<file path="src/hw/rtl/line_rasterizer_dotted_top_assert.svh">
// assertion macros for the line rasterizer
`ifndef LINE_RASTERIZER_DOTTED_TOP_ASSERT_SVH
`define LINE_RASTERIZER_DOTTED_TOP_ASSERT_SVH

// same-cycle implication
`define LRD_ASSERT_SAME(lbl, clk, rst, ante, cons, msg) \
   lbl: assert property (@(posedge clk) disable iff (rst) (ante) |-> (cons)) \
      else $error(msg);

// next-cycle implication
`define LRD_ASSERT_NEXT(lbl, clk, rst, ante, cons, msg) \
   lbl: assert property (@(posedge clk) disable iff (rst) (ante) |=> (cons)) \
      else $error(msg);

`endif

</file>
<file path="src/hw/rtl/lrd_pkg.sv">
`timescale 1ns / 1ps

package lrd_pkg;

   localparam int COORD_BITS = 12;
   localparam int DIFF_BITS  = COORD_BITS + 1;
   localparam int TERM_BITS  = COORD_BITS + 4;
   localparam int COLOR_BITS = 4;

   // opcodes
   localparam logic OP_START   = 1'b0;
   localparam logic OP_ADVANCE = 1'b1;

   typedef logic signed [COORD_BITS-1:0] coord_type;
   typedef logic signed [DIFF_BITS-1:0]  diff_type;
   typedef logic        [COORD_BITS-1:0] mag_type;
   typedef logic signed [TERM_BITS-1:0]  term_type;
   typedef logic        [COLOR_BITS-1:0] color_type;

   typedef struct packed {
      logic      opcode;
      coord_type x_start;
      coord_type y_start;
      coord_type x_end;
      coord_type y_end;
      color_type color;
      logic      dotted;
   } lrd_item_type;

   typedef struct packed {
      coord_type cur_x;
      coord_type cur_y;
      coord_type major_end;
      term_type  decision_term;
      mag_type   abs_dx;
      mag_type   abs_dy;
      logic      x_major;
      logic      minor_up;
      logic      dot_mode;
      logic      odd_pixel;
      color_type line_color;
      logic      active;
   } lrd_state_type;

   typedef struct packed {
      coord_type pixel_x;
      coord_type pixel_y;
      color_type pixel_color;
      logic      plot;
      logic      last;
      logic      busy_res;
   } lrd_pixel_type;

endpackage

</file>
<file path="src/hw/rtl/line_rasterizer_dotted_top.sv">
`timescale 1ns / 1ps

// Bresenham line rasterizer, one pixel word out for every request word in.
// A start word (opcode 0) loads both endpoints, the color and the dotted
// flag, picks the major axis (x when |dy| <= |dx|), begins at the endpoint
// lower on that axis and returns that first pixel; every advance word
// (opcode 1) steps one pixel and returns it, with last set on the final
// pixel of the line, after which the block is idle. An advance while idle
// returns an all-zero word with busy_res clear. In dotted mode only the
// even-numbered pixels of a line carry plot = 1. Throughput is one word per
// clock while rsp_stall is low: each step is a few 12 to 16 bit adds and
// compares between the request register and the response register, which
// holds the result of each step. A start while a line is in progress drops
// the old line. rsp_stall reaches req_stall in the same cycle only when both
// registers are full.
`include "line_rasterizer_dotted_top_assert.svh"

module line_rasterizer_dotted_top import lrd_pkg::*; (
   input  logic      clock,
   input  logic      reset,
   // request channel
   input  logic      req_valid,
   output logic      req_stall,
   input  logic      req_opcode,
   input  coord_type req_x_start,
   input  coord_type req_y_start,
   input  coord_type req_x_end,
   input  coord_type req_y_end,
   input  color_type req_color,
   input  logic      req_dotted,
   // response channel
   output logic      rsp_valid,
   input  logic      rsp_stall,
   output coord_type rsp_pixel_x,
   output coord_type rsp_pixel_y,
   output color_type rsp_pixel_color,
   output logic      rsp_plot,
   output logic      rsp_last,
   output logic      rsp_busy_res
);

   // request register
   lrd_item_type  item_ff;
   logic          item_valid_ff;
   logic          item_valid_in;
   // line state
   lrd_state_type state_ff;
   lrd_state_type state_in;
   // response register
   lrd_pixel_type pixel_ff;
   lrd_pixel_type pixel_in;
   logic          out_valid_ff;
   logic          out_valid_in;

   logic          req_take;
   logic          step_fire;

   // a step moves the held request word into the response register
   assign step_fire = item_valid_ff && (!out_valid_ff || !rsp_stall);
   assign req_stall = item_valid_ff && !step_fire;
   assign req_take  = req_valid && !req_stall;

   always_comb begin
      item_valid_in = item_valid_ff;
      if (req_take) begin
         item_valid_in = 1'b1;
      end else if (step_fire) begin
         item_valid_in = 1'b0;
      end
      out_valid_in = out_valid_ff;
      if (step_fire) begin
         out_valid_in = 1'b1;
      end else if (!rsp_stall) begin
         out_valid_in = 1'b0;
      end
   end

   lrd_pixel_type step_pixel;
   lrd_state_type step_state;

   lrd_step u_step (
      .item       (item_ff),
      .state      (state_ff),
      .state_next (step_state),
      .pixel      (step_pixel)
   );

   // state only advances when the step result is taken into the output stage
   assign state_in = step_fire ? step_state : state_ff;
   assign pixel_in = step_fire ? step_pixel : pixel_ff;

   // control and line state
   always_ff @(posedge clock) begin
      if (reset) begin
         item_valid_ff <= 1'b0;
         out_valid_ff  <= 1'b0;
         state_ff      <= '0;
      end else begin
         item_valid_ff <= item_valid_in;
         out_valid_ff  <= out_valid_in;
         state_ff      <= state_in;
      end
   end

   // payload registers
   always_ff @(posedge clock) begin
      if (req_take) begin
         item_ff.opcode  <= req_opcode;
         item_ff.x_start <= req_x_start;
         item_ff.y_start <= req_y_start;
         item_ff.x_end   <= req_x_end;
         item_ff.y_end   <= req_y_end;
         item_ff.color   <= req_color;
         item_ff.dotted  <= req_dotted;
      end
      pixel_ff <= pixel_in;
   end

   assign rsp_valid       = out_valid_ff;
   assign rsp_pixel_x     = pixel_ff.pixel_x;
   assign rsp_pixel_y     = pixel_ff.pixel_y;
   assign rsp_pixel_color = pixel_ff.pixel_color;
   assign rsp_plot        = pixel_ff.plot;
   assign rsp_last        = pixel_ff.last;
   assign rsp_busy_res    = pixel_ff.busy_res;

   // an idle advance word carries nothing to draw
   `LRD_ASSERT_SAME(a_idle_word_blank, clock, reset, rsp_valid && !rsp_busy_res, !rsp_plot && !rsp_last && rsp_pixel_color == '0, "idle response word not blank")
   // the last pixel of a line leaves the block idle
   `LRD_ASSERT_NEXT(a_last_goes_idle, clock, reset, step_fire && step_pixel.last, !state_ff.active, "line still active after last pixel")
   // request stall only while a word is held and cannot move on
   `LRD_ASSERT_SAME(a_stall_cause, clock, reset, req_stall, item_valid_ff && out_valid_ff && rsp_stall, "request stalled without cause")
   // a step always leaves a word in the response register
   `LRD_ASSERT_NEXT(a_step_lands, clock, reset, step_fire, rsp_valid && rsp_busy_res == $past(step_pixel.busy_res), "step result lost")

endmodule

</file>
<file path="src/hw/rtl/lrd_step.sv">
`timescale 1ns / 1ps

// one rasterizer step: current state and one word in, next state and pixel out
module lrd_step import lrd_pkg::*; (
   input  lrd_item_type  item,
   input  lrd_state_type state,
   output lrd_state_type state_next,
   output lrd_pixel_type pixel
);

   localparam coord_type ONE = COORD_BITS'(1);

   diff_type      dx;
   diff_type      dy;
   mag_type       adx;
   mag_type       ady;
   logic          xmaj;
   term_type      two_adx;
   term_type      two_ady;
   term_type      st_two_adx;
   term_type      st_two_ady;
   coord_type     minor_x;
   coord_type     minor_y;
   logic          is_last;
   lrd_state_type ns;

   always_comb begin
      // start: endpoint differences and magnitudes
      dx   = DIFF_BITS'(item.x_end) - DIFF_BITS'(item.x_start);
      dy   = DIFF_BITS'(item.y_end) - DIFF_BITS'(item.y_start);
      adx  = dx[DIFF_BITS-1] ? COORD_BITS'(-dx) : COORD_BITS'(dx);
      ady  = dy[DIFF_BITS-1] ? COORD_BITS'(-dy) : COORD_BITS'(dy);
      xmaj = (ady <= adx);
      two_adx = signed'(TERM_BITS'({adx, 1'b0}));
      two_ady = signed'(TERM_BITS'({ady, 1'b0}));

      // advance: increments from the stored magnitudes
      st_two_adx = signed'(TERM_BITS'({state.abs_dx, 1'b0}));
      st_two_ady = signed'(TERM_BITS'({state.abs_dy, 1'b0}));
      minor_x = state.minor_up ? state.cur_x + ONE : state.cur_x - ONE;
      minor_y = state.minor_up ? state.cur_y + ONE : state.cur_y - ONE;

      ns = state;
      if (item.opcode == OP_START) begin
         ns.abs_dx     = adx;
         ns.abs_dy     = ady;
         ns.minor_up   = (dx < 0 && dy < 0) || (dx > 0 && dy > 0);
         ns.line_color = item.color;
         ns.dot_mode   = item.dotted;
         ns.odd_pixel  = 1'b0;
         ns.active     = 1'b1;
         ns.x_major    = xmaj;
         if (xmaj) begin
            ns.decision_term = two_ady - signed'(TERM_BITS'(adx));
            if (!dx[DIFF_BITS-1]) begin
               ns.cur_x = item.x_start; ns.cur_y = item.y_start; ns.major_end = item.x_end;
            end else begin
               ns.cur_x = item.x_end; ns.cur_y = item.y_end; ns.major_end = item.x_start;
            end
         end else begin
            ns.decision_term = two_adx - signed'(TERM_BITS'(ady));
            if (!dy[DIFF_BITS-1]) begin
               ns.cur_x = item.x_start; ns.cur_y = item.y_start; ns.major_end = item.y_end;
            end else begin
               ns.cur_x = item.x_end; ns.cur_y = item.y_end; ns.major_end = item.y_start;
            end
         end
      end else if (state.active) begin
         if (state.x_major) begin
            ns.cur_x = state.cur_x + ONE;
            if (state.decision_term < 0) begin
               ns.decision_term = state.decision_term + st_two_ady;
            end else begin
               ns.cur_y = minor_y;
               ns.decision_term = state.decision_term + st_two_ady - st_two_adx;
            end
         end else begin
            ns.cur_y = state.cur_y + ONE;
            if (state.decision_term <= 0) begin
               ns.decision_term = state.decision_term + st_two_adx;
            end else begin
               ns.cur_x = minor_x;
               ns.decision_term = state.decision_term + st_two_adx - st_two_ady;
            end
         end
      end

      is_last = ns.x_major ? (ns.cur_x >= ns.major_end) : (ns.cur_y >= ns.major_end);

      // emit, unless this is an advance with no line in progress
      if (item.opcode == OP_START || state.active) begin
         pixel.pixel_x     = ns.cur_x;
         pixel.pixel_y     = ns.cur_y;
         pixel.pixel_color = ns.line_color;
         pixel.plot        = !ns.dot_mode || !ns.odd_pixel;
         pixel.last        = is_last;
         pixel.busy_res    = 1'b1;
         ns.odd_pixel      = !ns.odd_pixel;
         ns.active         = !is_last;
      end else begin
         pixel = '0;
      end

      state_next = ns;
   end

endmodule

</file>
<file path="config.mk">
export PLATFORM = sky130hd
export DESIGN_NAME = line_rasterizer_dotted_top
export DESIGN_NICKNAME = d
export VERILOG_FILES = /design/src/hw/rtl/lrd_pkg.sv /design/src/hw/rtl/line_rasterizer_dotted_top.sv /design/src/hw/rtl/lrd_step.sv
export VERILOG_INCLUDE_DIRS = /design/src /design/src/hw/rtl
export SDC_FILE = /design/constraint.sdc
export NUM_CORES = 1
export LEC_CHECK = 0
export ABC_CLOCK_PERIOD_IN_PS = 20600
export BUFFER_PORTS_ARGS = -buffer_cell sky130_fd_sc_hd__buf_2
export CAP_MARGIN = 10
export CORE_ASPECT_RATIO = 0.9
export CORE_UTILIZATION = 60
export DETAILED_ROUTE_END_ITERATION = 10
export HOLD_SLACK_MARGIN = 0.03
export PLACE_DENSITY = 0.79
export SETUP_SLACK_MARGIN = 0.2
export SYNTH_ARGS = -nofsm -noshare
export SYNTH_HDL_FRONTEND = slang
export SYNTH_SLANG_ARGS = --single-unit
</file>
<file path="constraint.sdc">
create_clock -name clock -period 20.6 [get_ports clock]
set_input_delay 3.09 -clock clock [delete_from_list [all_inputs] [get_ports clock]]
set_output_delay 3.09 -clock clock [all_outputs]
set_load 0.005 [all_outputs]
</file>
==> flow_metrics.env <==
export IMPL_outcome="finished, violations left"
export IMPL_violations="design-rule violations"
export IMPL_dp_hpwl_um=32850
export IMPL_cp_max_fo=30
export IMPL_synth_area_per_cell_um2=8.115
export IMPL_ctsResizeCount=0
export IMPL_use_met3_pct=4.628
export IMPL_start_kind="flop"
export IMPL_slowest_stage="o21a_1"
export IMPL_setup_viol=0
export IMPL_rr_endpoint="state_ff[0]"
export IMPL_clock_path_buffers=2
export IMPL_slowest_delay_ps=560
export IMPL_rows=53
export IMPL_viasPerCell=6.309
export IMPL_rsz0062_at_grt="false"
export IMPL_ant_nets=0
export IMPL_yosys_cell_types_count=98
export IMPL_fin_nets=2035
export IMPL_drt_iter0_drc=1594
export IMPL_start_util_pct=61.87
export IMPL_end_kind="flop"
export IMPL_postCtsSetupBuffers=0
export IMPL_required_ps=20930
export IMPL_clk_pin_slew_ps=70
export IMPL_top_usage_layer="met2"
export IMPL_fin_util_pct=67.04
export IMPL_power_density_nw_per_um2=105.9
export IMPL_slew_headroom_pct=24.16
export IMPL_slew_violations=0
export IMPL_synth_nets=1993
export IMPL_drc=4
export IMPL_synth_flop_cell="dfxtp_1"
export IMPL_path_class="flop to flop"
export IMPL_area_growth_pct=8.352
export IMPL_clkSinkCount=172
export IMPL_chipHeight_um=150.0
export IMPL_dr_total_vias=13610
export IMPL_clk_latency_ps=450
export IMPL_hp_class="flop to flop"
export IMPL_finClkSkew_ps=20.10
export IMPL_cp_num_cells=35
export IMPL_rr_worst_depth=35
export IMPL_endpoint="state_ff[0]"
export IMPL_grt_pass1_vias=12190
export IMPL_r2r_setup_slack_ps=11580
export IMPL_drt_first_pass_iters=8
export IMPL_dieArea_um2=24970
export IMPL_grt_util_all_layers_pct=34.63
export IMPL_clock_fmax_ghz=0.1109
export IMPL_fp_dieW_um=166.5
export IMPL_cts_buffers=17
export IMPL_cts_tree="built"
export IMPL_ios=91
export IMPL_gp_congestion=0.9621
export IMPL_min_period_over_period_pct=43.78
export IMPL_core_area_um2=23610
export IMPL_ys_warn_count=0
export IMPL_antenna_cells=0
export IMPL_port_buffers=90
export IMPL_htreeDepth=4
export IMPL_gr_usage_met1_pct=49.47
export IMPL_setup_tns_ps=0
export IMPL_dp_cells=2125
export IMPL_crit_arrival_ps=9350
export IMPL_path_delay_family="compound AO/OA/AOI/OAI gates"
export IMPL_cts_root_buf="clkbuf_16"
export IMPL_place_area_um2=15260
export IMPL_routedWlPerCell_um=19.96
export IMPL_antenna_found_initial=0
export IMPL_final_cells=2157
export IMPL_ys_seq_elements=172
export IMPL_reg2reg_from="item_ff[41]"
export IMPL_leakage_nw=6.480
export IMPL_grt_start_max_net_pins=90
export IMPL_synthesis_area_um2=14610
export IMPL_synthCells=1800
export IMPL_grt_overflow=0
export IMPL_maxCapViolCount=0
export IMPL_grt_first_pass_wirelength_um=67030
export IMPL_met2_usage_pct=54.81
export IMPL_fillers=1960
export IMPL_postLayoutCellArea_um2=15830
export IMPL_ir_worst_vdd_uv=69.18
export IMPL_max_slew_worst_pin_slew_ps=1123
export IMPL_seq_area_frac_synth_pct=29.40
export IMPL_critPathLaunch="item_ff[41]"
export IMPL_synth_edf_count=85
export IMPL_cts_hold_buf=0
export IMPL_crit_buf_inv=3
export IMPL_async_reset_ff_share_pct=0
export IMPL_min_period_ps=9019
export IMPL_hold_violations=0
export IMPL_drt_total_wl_um=43060
export IMPL_drive_gt1_share_pct=9.865
-- sequential cells by signal, summed over array words and instances (netlist names), 4 cells and up --
| register | flops |
|---|---|
| rsp_pixel_x | 12 |
| item_ff | 54 |
| rsp_pixel_color | 4 |
| rsp_pixel_y | 12 |
| state_ff | 85 |
-- worst min path at each step --
| stage | cells past startpoint | to | start | slack, ps |
|---|---|---|---|---|
| floorplan | 2 | state_ff[33] | state_ff[33] | 430 |
| global placement | 2 | state_ff[58] | state_ff[58] | 440 |
| detailed placement | 2 | state_ff[58] | state_ff[58] | 450 |
| CTS | 2 | state_ff[6] | state_ff[6] | 460 |
| global route | 2 | state_ff[6] | state_ff[6] | 490 |
| finish | 2 | state_ff[6] | state_ff[6] | 460 |
-- where the power goes --
group	switching [mW]	internal (mW)
combinational	0.573	0.373
sequential	0.0251	0.387
clock	0.151	0.168
-- tightest hold or removal path: cells and delay by family, from the launching register on --
| family | cells | cell delay [ps] |
|---|---|---|
| and+or+nand+nor | 1 | 50 |
| AOI/OAI and AO/OA | 1 | 50 |
| DFF | 1 | 310 |
-- layout make-up --
type                    count  area [um2]  area share [%]
repair buffers            109       593.1           3.747
multi-input cells        1408        9487           59.94
inverters                 134       505.5           3.194
clock buffers              19       464.2           2.933
clock inverters            13       105.1          0.6641
flip-flops and latches    172        4294           27.13
well taps                 302       377.9           2.388
-- metrics by stage --
step	setup WS (ps)	hold slack [ps]	total power [mW]
6_report	11580	456.6	1.675
3_3_place_gp	11990	440.7	1.312
5_1_grt	11050	491.0	1.777
4_1_cts	11720	455.4	1.654
3_5_place_dp	11760	447.0	1.335
2_1_floorplan	13030	432.1	1.111
-- routing by layer --
| layer | share of wire (%) | wire, um |
|---|---|---|
| met2 | 44 | 19090 |
| met4 | 2.1 | 884 |
| met5 | 0 | 0 |
| met3 | 9.3 | 4013 |
| met1 | 44 | 19070 |
-- placed cells by master (no fill, tap or decap), types with 28 or more instances in the layout --
master and n:
a211oi_1 45, a21oi_1 180, and2_1 32, buf_2 90, dfxtp_1 87, edfxtp_1 85
ha_1 127, inv_1 129, mux2i_1 50, nand2_1 202, nand3_1 34, nor2_1 168
nor3_1 45, o21a_1 28, o21ai_0 76, xnor2_1 81
-- synth_stat cells (32+ instances only) --
cell type | count | share of area, %
xnor2_1 | 81 | 4.9
mux2i_1 | 50 | 3.4
nor3_1 | 45 | 1.5
o21ai_0 | 76 | 2.6
inv_1 | 129 | 3.3
a21oi_1 | 180 | 6.2
nand3_1 | 34 | 1.2
clkbuf_1 | 67 | 1.7
nor2_1 | 169 | 4.3
and2_1 | 32 | 1.4
a211oi_1 | 45 | 2.3
nand2_1 | 202 | 5.2
dfxtp_1 | 87 | 12
ha_1 | 127 | 11
edfxtp_1 | 85 | 17
-- cells by family after synthesis --
kind of cell,share of synthesized area [%]
DFF,29.40
buffers and inverters,5.808
muxes,4.172
and+or+nand+nor,18.65
AOI/OAI and AO/OA,22.66
adders and majority gates,12.45
xor gates and xnor gates,6.861
Power figures use the tool's default switching activity.
